**src/rtl/dxt_pkg.sv**
```systemverilog
// shared types, format codes and endpoint expansion for the block decoder
package dxt_pkg;

	localparam logic [1:0] FMT_DXT1 = 2'd0;
	localparam logic [1:0] FMT_DXT3 = 2'd1;
	localparam logic [1:0] FMT_DXT5 = 2'd2;
	localparam logic [1:0] FMT_NONE = 2'd3;

	localparam int QUEUE_DEPTH_DEF = 2;

	typedef struct packed {
		logic [63:0] block_low;
		logic [63:0] block_high;
		logic [2:0]  cols_valid;
		logic [2:0]  rows_valid;
	} dxt_in_t;

	typedef struct packed {
		logic [7:0] red;
		logic [7:0] green;
		logic [7:0] blue;
		logic [7:0] alpha_out;
		logic [1:0] texel_row;
		logic [1:0] texel_col;
		logic       last;
	} dxt_out_t;

	typedef struct packed {
		logic [1:0]       fmt;
		logic [1:0]       cols_m1;
		logic [1:0]       rows_m1;
		logic [3:0][23:0] pal_rgb;
		logic             transp3;
		logic [31:0]      codes;
		logic [63:0]      alo;
		logic [7:0][7:0]  atab;
	} dxt_job_t;

	// (v * 255 + 15) / 31 through a reciprocal multiply
	function automatic logic [7:0] exp5(input logic [4:0] v);
		logic [12:0] num;
		logic [26:0] prod;
		num  = 13'(v) * 13'd255 + 13'd15;
		prod = 27'(num) * 27'd8457;
		return prod[25:18];
	endfunction

	// (v * 255 + 31) / 63 through a reciprocal multiply
	function automatic logic [7:0] exp6(input logic [5:0] v);
		logic [13:0] num;
		logic [28:0] prod;
		num  = 14'(v) * 14'd255 + 14'd31;
		prod = 29'(num) * 29'd16645;
		return prod[27:20];
	endfunction

endpackage

```
**src/rtl/dxt_front.sv**
```systemverilog
// front end: format register, block intake, classification and palette build
module dxt_front
	import dxt_pkg::*;
(
	input  logic     clk,
	input  logic     arst_n,
	input  logic     start,
	output logic     busy,
	input  dxt_in_t  blk,
	input  logic     cfg_valid,
	output logic     cfg_ready,
	input  logic [1:0] cfg_data,
	output logic     push,
	output dxt_job_t job,
	input  logic     q_full
);

	logic [1:0]  fmt_q;
	logic        v_s1, v_s2;
	logic [1:0]  fmt_s1, cols_m1_s1, rows_m1_s1;
	logic [63:0] lo_s1, hi_s1;
	logic [1:0]  fmt_s2, cols_m1_s2, rows_m1_s2;
	logic [63:0] lo_s2;
	logic [31:0] codes_s2;
	logic [23:0] e0_s2, e1_s2;
	logic        three_s2, six_s2;
	logic [2:0][9:0]  cn2_s2, cn3_s2;
	logic [5:0][10:0] an_s2;

	logic        accept, adv_s1, adv_s2, s2_free, good;
	logic [2:0]  cols_sat, rows_sat;
	logic [63:0] cblk;
	logic [15:0] first, second;
	logic [23:0] e0, e1;
	logic        three, six;
	logic [7:0]  a0, a1;
	logic [2:0][9:0]  cn2, cn3;
	logic [5:0][10:0] an;

	assign cfg_ready = 1'b1;
	assign adv_s2    = v_s2 && !q_full;
	assign s2_free   = !v_s2 || adv_s2;
	assign adv_s1    = v_s1 && s2_free;
	assign busy      = v_s1 && !s2_free;
	assign accept    = start && !busy;
	assign push      = adv_s2;

	assign cols_sat = (blk.cols_valid > 3'd4) ? 3'd4 : blk.cols_valid;
	assign rows_sat = (blk.rows_valid > 3'd4) ? 3'd4 : blk.rows_valid;
	assign good     = (fmt_q != FMT_NONE) && (cols_sat != 3'd0) && (rows_sat != 3'd0);

	always_ff @(posedge clk or negedge arst_n) begin
		if (!arst_n) begin
			fmt_q <= FMT_DXT1;
			v_s1  <= 1'b0;
			v_s2  <= 1'b0;
		end else begin
			if (cfg_valid && cfg_ready) begin
				fmt_q <= cfg_data;
			end
			if (accept) begin
				v_s1 <= good;
			end else if (adv_s1) begin
				v_s1 <= 1'b0;
			end
			if (adv_s1) begin
				v_s2 <= 1'b1;
			end else if (adv_s2) begin
				v_s2 <= 1'b0;
			end
		end
	end

	always_ff @(posedge clk) begin
		if (accept) begin
			fmt_s1     <= fmt_q;
			lo_s1      <= blk.block_low;
			hi_s1      <= blk.block_high;
			cols_m1_s1 <= 2'(cols_sat - 3'd1);
			rows_m1_s1 <= 2'(rows_sat - 3'd1);
		end
	end

	always_comb begin
		cblk   = (fmt_s1 == FMT_DXT1) ? lo_s1 : hi_s1;
		first  = cblk[15:0];
		second = cblk[31:16];
		e0     = {exp5(first[15:11]), exp6(first[10:5]), exp5(first[4:0])};
		e1     = {exp5(second[15:11]), exp6(second[10:5]), exp5(second[4:0])};
		three  = (fmt_s1 == FMT_DXT1) && (first <= second);
		a0     = lo_s1[7:0];
		a1     = lo_s1[15:8];
		six    = a0 > a1;
		for (int ch = 0; ch < 3; ch++) begin
			if (three) begin
				cn2[ch] = 10'(e0[ch*8 +: 8]) + 10'(e1[ch*8 +: 8]) + 10'd1;
			end else begin
				cn2[ch] = {1'b0, e0[ch*8 +: 8], 1'b0} + 10'(e1[ch*8 +: 8]) + 10'd1;
			end
			cn3[ch] = 10'(e0[ch*8 +: 8]) + {1'b0, e1[ch*8 +: 8], 1'b0} + 10'd1;
		end
		for (int i = 0; i < 6; i++) begin
			if (six) begin
				an[i] = 11'(6 - i) * 11'(a0) + 11'(i + 1) * 11'(a1) + 11'd3;
			end else if (i < 4) begin
				an[i] = 11'(4 - i) * 11'(a0) + 11'(i + 1) * 11'(a1) + 11'd2;
			end else begin
				an[i] = 11'd0;
			end
		end
	end

	always_ff @(posedge clk) begin
		if (adv_s1) begin
			fmt_s2     <= fmt_s1;
			cols_m1_s2 <= cols_m1_s1;
			rows_m1_s2 <= rows_m1_s1;
			lo_s2      <= lo_s1;
			codes_s2   <= cblk[63:32];
			e0_s2      <= e0;
			e1_s2      <= e1;
			three_s2   <= three;
			six_s2     <= six;
			cn2_s2     <= cn2;
			cn3_s2     <= cn3;
			an_s2      <= an;
		end
	end

	logic [19:0] p2_prod, p3_prod;
	logic [21:0] a6_prod;
	logic [20:0] a4_prod;

	always_comb begin
		p2_prod = '0;
		p3_prod = '0;
		a6_prod = '0;
		a4_prod = '0;
		job.fmt        = fmt_s2;
		job.cols_m1    = cols_m1_s2;
		job.rows_m1    = rows_m1_s2;
		job.codes      = codes_s2;
		job.alo        = lo_s2;
		job.transp3    = three_s2;
		job.pal_rgb[0] = e0_s2;
		job.pal_rgb[1] = e1_s2;
		for (int ch = 0; ch < 3; ch++) begin
			p2_prod = 20'(cn2_s2[ch]) * 20'd683;
			p3_prod = 20'(cn3_s2[ch]) * 20'd683;
			if (three_s2) begin
				job.pal_rgb[2][ch*8 +: 8] = cn2_s2[ch][8:1];
				job.pal_rgb[3][ch*8 +: 8] = 8'd0;
			end else begin
				job.pal_rgb[2][ch*8 +: 8] = p2_prod[18:11];
				job.pal_rgb[3][ch*8 +: 8] = p3_prod[18:11];
			end
		end
		job.atab[0] = lo_s2[7:0];
		job.atab[1] = lo_s2[15:8];
		for (int i = 0; i < 6; i++) begin
			a6_prod = 22'(an_s2[i]) * 22'd2341;
			a4_prod = 21'(an_s2[i]) * 21'd1639;
			if (six_s2) begin
				job.atab[i + 2] = a6_prod[21:14];
			end else if (i < 4) begin
				job.atab[i + 2] = a4_prod[20:13];
			end else if (i == 4) begin
				job.atab[i + 2] = 8'd0;
			end else begin
				job.atab[i + 2] = 8'd255;
			end
		end
	end

endmodule

```
**src/rtl/dxt_queue.sv**
```systemverilog
// short job queue between front end and texel emitter
module dxt_queue
	import dxt_pkg::*;
#(
	parameter int DEPTH = QUEUE_DEPTH_DEF
) (
	input  logic     clk,
	input  logic     arst_n,
	input  logic     push,
	input  dxt_job_t push_data,
	output logic     full,
	input  logic     pop,
	output logic     empty,
	output dxt_job_t head
);

	localparam int AW = (DEPTH > 1) ? $clog2(DEPTH) : 1;
	localparam int CW = $clog2(DEPTH + 1);
	localparam logic [AW-1:0] LAST_PTR = AW'(DEPTH - 1);

	dxt_job_t      mem_q [DEPTH];
	logic [AW-1:0] wr_q, rd_q;
	logic [CW-1:0] cnt_q;

	assign full  = (cnt_q == CW'(DEPTH));
	assign empty = (cnt_q == '0);
	assign head  = mem_q[rd_q];

	always_ff @(posedge clk or negedge arst_n) begin
		if (!arst_n) begin
			wr_q  <= '0;
			rd_q  <= '0;
			cnt_q <= '0;
		end else begin
			if (push) begin
				wr_q <= (wr_q == LAST_PTR) ? '0 : AW'(wr_q + 1'b1);
			end
			if (pop) begin
				rd_q <= (rd_q == LAST_PTR) ? '0 : AW'(rd_q + 1'b1);
			end
			if (push && !pop) begin
				cnt_q <= CW'(cnt_q + 1'b1);
			end else if (pop && !push) begin
				cnt_q <= CW'(cnt_q - 1'b1);
			end
		end
	end

	always_ff @(posedge clk) begin
		if (push) begin
			mem_q[wr_q] <= push_data;
		end
	end

endmodule

```
**src/rtl/dxt_back.sv**
```systemverilog
// back end: walks the block texels and emits one decoded texel per cycle while a job is queued
module dxt_back
	import dxt_pkg::*;
(
	input  logic     clk,
	input  logic     arst_n,
	input  logic     empty,
	input  dxt_job_t head,
	output logic     pop,
	output logic     strobe,
	output dxt_out_t texel
);

	logic [1:0] r_q, c_q;
	logic       strobe_q;
	dxt_out_t   texel_q;

	logic [3:0] px;
	logic [1:0] idx;
	logic       is_last;
	logic [3:0] nib;
	logic [5:0] aidx;
	logic [7:0] alpha;
	logic [23:0] rgb;

	assign strobe = strobe_q;
	assign texel  = texel_q;

	always_comb begin
		px      = {r_q, c_q};
		idx     = head.codes[{px, 1'b0} +: 2];
		rgb     = head.pal_rgb[idx];
		is_last = (r_q == head.rows_m1) && (c_q == head.cols_m1);
		nib     = head.alo[{px, 2'b00} +: 4];
		aidx    = 6'd16 + 6'(px) * 6'd3;
		case (head.fmt)
			FMT_DXT1: begin
				alpha = (head.transp3 && idx == 2'd3) ? 8'd0 : 8'd255;
			end
			FMT_DXT3: begin
				alpha = {nib, nib};
			end
			FMT_DXT5: begin
				alpha = head.atab[head.alo[aidx +: 3]];
			end
			default: begin
				alpha = 8'd255;
			end
		endcase
		pop = !empty && is_last;
	end

	always_ff @(posedge clk or negedge arst_n) begin
		if (!arst_n) begin
			r_q      <= '0;
			c_q      <= '0;
			strobe_q <= 1'b0;
		end else begin
			strobe_q <= !empty;
			if (!empty) begin
				if (is_last) begin
					r_q <= '0;
					c_q <= '0;
				end else if (c_q == head.cols_m1) begin
					r_q <= 2'(r_q + 2'd1);
					c_q <= '0;
				end else begin
					c_q <= 2'(c_q + 2'd1);
				end
			end
		end
	end

	always_ff @(posedge clk) begin
		if (!empty) begin
			texel_q.red       <= rgb[23:16];
			texel_q.green     <= rgb[15:8];
			texel_q.blue      <= rgb[7:0];
			texel_q.alpha_out <= alpha;
			texel_q.texel_row <= r_q;
			texel_q.texel_col <= c_q;
			texel_q.last      <= is_last;
		end
	end

endmodule

```
**src/rtl/dxt_block_decoder.sv**
```systemverilog
// top level of the compressed texture block decoder
// A block is taken when start is high and busy is low; the format register (cfg_data, written
// through cfg_valid/cfg_ready, ready always high) selects DXT1, DXT3 or DXT5 for blocks taken
// after the write. The in-range texels come out row by row, one per cycle, each marked by strobe
// for a single cycle, with last on the final one; the receiver cannot stall them. A taken block passes
// the front stages and the job queue before its first texel is registered at the output. The texel
// emitter sets throughput: it gives one texel per in-range texel, and queued blocks follow each other
// with no gap. Front stages and a job queue (QUEUE_DEPTH entries, two by default) let new blocks be
// taken while earlier ones are still emitting; busy rises only when all of them are occupied. Blocks
// with format code 3 or a zero column or row count are taken and give no texels.
module dxt_block_decoder
	import dxt_pkg::*;
#(
	parameter int QUEUE_DEPTH = QUEUE_DEPTH_DEF
) (
	input  logic       clk,
	input  logic       arst_n,
	input  logic       start,
	output logic       busy,
	input  dxt_in_t    blk,
	input  logic       cfg_valid,
	output logic       cfg_ready,
	input  logic [1:0] cfg_data,
	output logic       strobe,
	output dxt_out_t   texel
);

	logic     push, q_full, q_empty, pop;
	dxt_job_t job, head;

	dxt_front u_front (
		.clk       (clk),
		.arst_n    (arst_n),
		.start     (start),
		.busy      (busy),
		.blk       (blk),
		.cfg_valid (cfg_valid),
		.cfg_ready (cfg_ready),
		.cfg_data  (cfg_data),
		.push      (push),
		.job       (job),
		.q_full    (q_full)
	);

	dxt_queue #(
		.DEPTH (QUEUE_DEPTH)
	) u_queue (
		.clk       (clk),
		.arst_n    (arst_n),
		.push      (push),
		.push_data (job),
		.full      (q_full),
		.pop       (pop),
		.empty     (q_empty),
		.head      (head)
	);

	dxt_back u_back (
		.clk    (clk),
		.arst_n (arst_n),
		.empty  (q_empty),
		.head   (head),
		.pop    (pop),
		.strobe (strobe),
		.texel  (texel)
	);

endmodule

```
**config.mk**
```make
export PLATFORM = sky130hd
export DESIGN_NAME = dxt_block_decoder
export DESIGN_NICKNAME = d
export VERILOG_FILES = /design/src/rtl/dxt_pkg.sv /design/src/rtl/dxt_front.sv /design/src/rtl/dxt_queue.sv /design/src/rtl/dxt_back.sv /design/src/rtl/dxt_block_decoder.sv
export SDC_FILE = /design/constraint.sdc
export NUM_CORES = 2
export LEC_CHECK = 0
export ABC_AREA = 1
export BUFFER_PORTS_ARGS = -buffer_cell sky130_fd_sc_hd__buf_4
export CORE_MARGIN = 4
export CORE_UTILIZATION = 60
export CTS_CLUSTER_DIAMETER = 100
export DETAILED_ROUTE_END_ITERATION = 6
export PLACE_DENSITY_LB_ADDON = 0.15
export SLEW_MARGIN = 20
export SYNTH_ARGS = -nofsm -noshare
export SYNTH_HDL_FRONTEND = slang
export SYNTH_SLANG_ARGS = --single-unit
```
**constraint.sdc**
```tcl
create_clock -name clk -period 16.5 [get_ports clk]
set_input_delay 0.825 -clock clk [delete_from_list [all_inputs] [get_ports clk]]
set_output_delay 0.825 -clock clk [all_outputs]
set_load 0.005 [all_outputs]
```
== Word level (Yosys, flattened, before mapping) ==
Memories as Yosys holds them, arrays and structs flattened.
Index checks and enable logic that the tools add are counted.

* Order comparisons: 6
* Reduce and logical (&&, ||, !) cells: 30
* $mul: 35
* Bitwise operators: 1
* Shift operators: 3
* Equal/unequal tests: 7
* Multiplexer cells: 42
* $add $sub $neg: 53

{| class="wikitable"
|+ Operator list
! operator !! count
|-
| $mul A11 B12 Y22 const B || 6
|-
| $mul A10 B10 Y19 const B || 6
|-
| $mux W8 || 14
|-
| $add A11 B2 Y11 const B || 10
|-
| $mul A13 B14 Y26 const B || 4
|-
| $add A10 B1 Y10 const B || 9
|-
| $mul A11 B11 Y21 const B || 4
|-
| $mux W64 || 1
|-
| $shiftx A64 B7 Y3 || 1
|-
| $shiftx A64 B7 Y4 || 1
|-
| $mul A14 B15 Y28 const B || 2
|-
| $add A13 B4 Y13 const B || 4
|-
| $mul A5 B8 Y13 const B || 4
|-
| $bmux W24 S2 || 1
|-
| $mux W11 || 4
|-
| $mul A2 B8 Y10 const A || 4
|-
| $shiftx A32 B6 Y2 || 1
|-
| $add A8 B9 Y10 || 3
|-
| $add A9 B8 Y10 || 3
|-
| $mux W10 || 3
|-
| $add A14 B5 Y14 const B || 2
|-
| $mul A6 B8 Y14 const B || 2
|-
| $add A8 B8 Y9 || 3
|-
| $bmux W8 S3 || 1
|-
| other kinds (37) || 84
|}

* Bits in registers: 462
* Input bits: 140
* RAM bits: 526
* Output and inout port bits: 40
* Memories kept: 1

{| class="wikitable"
|+ Memory list
! name !! words !! bits a word !! read ports !! clocked after Yosys merged registers in !! write ports !! RTL line !! source
|-
| u_queue.mem_q || 2 || 263 || 1 || 0 || 1 || dxt_queue.sv:21 || <nowiki>dxt_job_t mem_q [DEPTH];</nowiki>
|}

== Longest topological paths before layout ==
* Depth in word-level cells: 9
* Depth in mapped cells: 62
* Mapped depth without buffers: 60

== Modules after synthesis ==
Synthesis repeated with hierarchy kept, for this count alone.

* Cells, all modules: 9367
* Area, all modules: 91790.5 µm²

{| class="wikitable"
|+ Modules (own cells, without submodules)
! module !! instances !! area each (µm²) !! cells each
|-
| dxt_front || 1 || 66876.6 || 7608
|-
| dxt_queue || 1 || 19342.3 || 843
|-
| dxt_back || 1 || 5571.6 || 916
|}

== Worst setup path after synthesis ==
Ideal clock, no wire load.

* Path type: register to register
* Start point: register u_queue.cnt_q[0]
* End point: memory u_queue.mem_q[1][100] (netlist bit) (enable)
* Required time: 15640 ps
* Slack: 4655 ps
* Buffers on the path: 0
* Cell stages (with the launch flop): 5
* Arrival time: 10985 ps
* Cells stage by stage: dfrtp_1 -> inv_1 -> a21oi_1 -> inv_1 -> nor2_1

* Longest elaborated chain between the ends: 5

{| class="wikitable"
|+ RTL lines
! element !! RTL line !! source
|-
| start: declaration || dxt_queue.sv:23 || <nowiki>logic [CW-1:0] cnt_q;</nowiki>
|-
| start signal: assignment || dxt_queue.sv:42 || <nowiki>cnt_q <= CW'(cnt_q + 1'b1);</nowiki>
|-
| start signal: assignment || dxt_queue.sv:44 || <nowiki>cnt_q <= CW'(cnt_q - 1'b1);</nowiki>
|-
| $eq A2 B2 Y1 || dxt_queue.sv:25 || <nowiki>assign full = (cnt_q == CW'(DEPTH));</nowiki>
|-
| $logic_not A1 Y1 || dxt_front.sv:41 || <nowiki>assign adv_s2 = v_s2 && !q_full;</nowiki>
|-
| $logic_and A1 B1 Y1 || dxt_front.sv:41 ||
|-
| named net push || dxt_block_decoder.sv:28 || <nowiki>logic push, q_full, q_empty, pop;</nowiki>
|-
| $mux W1 || dxt_queue.sv:50 || <nowiki>if (push) begin</nowiki>
|-
| $mux W1 (not written as such) || dxt_queue.sv:51 || <nowiki>mem_q[wr_q] <= push_data;</nowiki>
|-
| end: declaration || dxt_queue.sv:21 ||
|}

The timed path passes the listed nets, and every way through them passes these cells.

==> metrics <==
outcome finished clean; DRT Wirelength approximately 210 mm; H-tree levels 3; EDFF count, synth ~940; Setup TNS 0 ns; CTS buffer count ~110; WL/cell approximately 19 um; Synth-to-Final Area Change 8.13%; # nets final ~12000; Final Hold Fails 0; Worst-path clk slew 0.06 ns; vias in the first global route ~64000; share of layout cells above drive strength 1 approximately 5.2%; area of the die ~150000 um^2; die width ~390 um; Tcrit/Tclk final between 60% and 70%; number of core rows between 100 and 150; core area between 100000 and 150000 um^2; Yosys top cell by area edfxtp_1; Post-synth top cells ha_1, inv_1, nand2_1; Final Max Tran Viols 0; FFs w/ async S/R, synth roughly 1.4%; initial antenna violation count 13; Residual DRC 0; Worst Hold Class input pin to flop; Worst setup EP type flop; post-DR vias/cell ~5.6; fmax between 80 and 90 MHz; CP peak stage delay 0.75 ns; grt total ovfl 0; number of synthesized register bits between 900 and 1000; synthesized cell area 87800 um^2; gpl congestion a little over 0.9; I/O Pins 180; required time of the critical path approximately 17 ns; Tmin final between 10 and 15 ns; TritonCTS Sinks 955; TritonCTS clock tree built; Setup crit start kind flop; final core occ approximately 65%; Mapped Cells ~9100; first-pass GRT wire length around 340 mm; Unique masters post-synth 65; part of the Yosys area used for sequential elements around a third; crit path DAT ~12 ns; largest net degree at the start of global routing 152; Ys Warns 0; Synth top area share approximately 32%; syn_nets 11500; clk_skew about 0.085 ns; Slew headroom a little over a quarter; routed vias approximately 63000; top-count cell post-synth ha_1; drt first pass iters 5; MaxCap Viol Count 0; Clk Latency, worst-skew pair approximately 0.77 ns; syn avg cell area 9.68 um^2; Worst Tran Pin Value about 1.1 ns; HPWL Detailed 161 mm; initial core utilization 60.3%; Total GRT Usage approximately 28%; hold buffers post-CTS 1; die height 391 um; slowest CP cell fa_1; Synth Flop Type edfxtp_1; # Post-CTS Setup Buffers 0; largest cells by area after synthesis edfxtp_1, ha_1, fa_1, inv_1, nand2_1; worst-path fanout max 44; Post-CTS Resized 0; final setup fails 0; Setup Crit Path Kind flop to flop; antenna-violating nets left 0; RSZ-0062 raised after global routing false; clock buffer depth 3; Buffers on Ports about 180; Detailed Route Iter0 Violations ~4300; root buf cell clkbuf_16
==> worst max-delay path: cells and delay by family (launching register included) <==
| kind | cells | cell delay (ns) |
|---|---|---|
| simple gates | 14 | 2.37 |
| fa+ha+maj | 12 | 4.71 |
| flops | 1 | 0.48 |
| buf+inv | 7 | 0.76 |
| xor+xnor | 3 | 0.89 |
| compound gates | 9 | 1.77 |
==> cells by family after synthesis <==
kind of cell    after synthesis  synth area share [%]
compound gates             1384                  8.88
mux                          12                 0.137
fa+ha+maj                  2239                  36.3
flops                       955                  32.6
simple gates               2507                  11.8
buf+inv                    1682                  7.35
xor+xnor                    294                  2.96
other cells                   1               0.00427
==> state kept, by name (all words and copies together) (netlist names), 24 cells and up <==
register,count
u_front.an_s2,65
u_queue.mem_q,494
u_front.lo_s2,64
u_front.cn2_s2,30
u_front.lo_s1,64
u_front.e0_s2,24
u_back.texel,37
u_front.cn3_s2,30
u_front.codes_s2,32
u_front.e1_s2,24
u_front.hi_s1,64
==> layer usage <==
metal	vias to the layer above	wire (um)	global-route usage [%]	share of wire (%)
met4	0	5400	7.33	2.6
li1	31100	-	-	-
met1	30300	91500	37.6	44
met3	333	15500	5.49	7.4
met2	1657	96400	45.4	46
met5	-	0	0	0
==> path summary, 6_finish.rpt <==
path | start | endpoint | slack (ns) | depth (start not counted)
setup / recovery | u_front.fmt_s1[0]$_DFFE_PP_ | u_front.cn2_s2[18]$_DFFE_PP_ | 5.26 | 45
min in group asynchronous | arst_n | u_back.c_q[0]$_DFFE_PN0P_ | 0.46 | 2
hold / removal | blk[124] | u_front.lo_s1[54]$_DFFE_PP_ | 0.22 | 1
max in group asynchronous | arst_n | u_queue.rd_q$_DFFE_PN0P_ | 15.77 | 2
hold reg to reg | u_front.lo_s2[21]$_DFFE_PP_ | u_queue.mem_q[0][85]$_DFFE_PP_ | 0.38 | 0
setup reg to reg | u_front.fmt_s1[0]$_DFFE_PP_ | u_front.cn2_s2[18]$_DFFE_PP_ | 5.26 | 45
==> final cells by class <==
type / count / area (um^2)
clock buffers: 123 / 2720
well taps: 1917 / 2400
fillers: 11700 / 50600
diodes: 2 / 5.00
inverters: 1517 / 5710
repair buffers: 245 / 1850
clock inverters: 70 / 877
flip-flops and latches: 955 / 28600
multi-input cells: 6437 / 52800
==> cells in the final DEF (no fill, tap or decap), drive strengths merged, types with 13 or more instances in the layout <==
cell type     n
ha         1724
inv        1521
nand2      1358
edfxtp      942
nor2        603
o21ai       559
fa          515
a21oi       498
nand3       344
buf         244
xor2        165
xnor2       129
clkbuf      123
nand4        75
nor3         55
a21o         53
o211ai       48
clkinv       47
or2          43
a31oi        41
o21bai       38
o22ai        29
o221ai       24
a32o         18
a211oi       15
dfrtp        13
==> stage by stage <==
step / cells / worst slack [ns] / hold WS [ns] / area, um^2
after floorplan: 9074 / 4.66 / 0.400 / 87800
after global placement: 11100 / 5.50 / 0.408 / 91300
after detailed placement: 11100 / 5.29 / 0.415 / 91300
after CTS: 11300 / 5.27 / 0.162 / 94900
after global routing: 11300 / 4.52 / 0.186 / 94900
final: 11300 / 5.26 / 0.221 / 94900
Power is not shown: default switching activity piles up to over one toggle a cycle in this logic, so the estimate is an artifact.
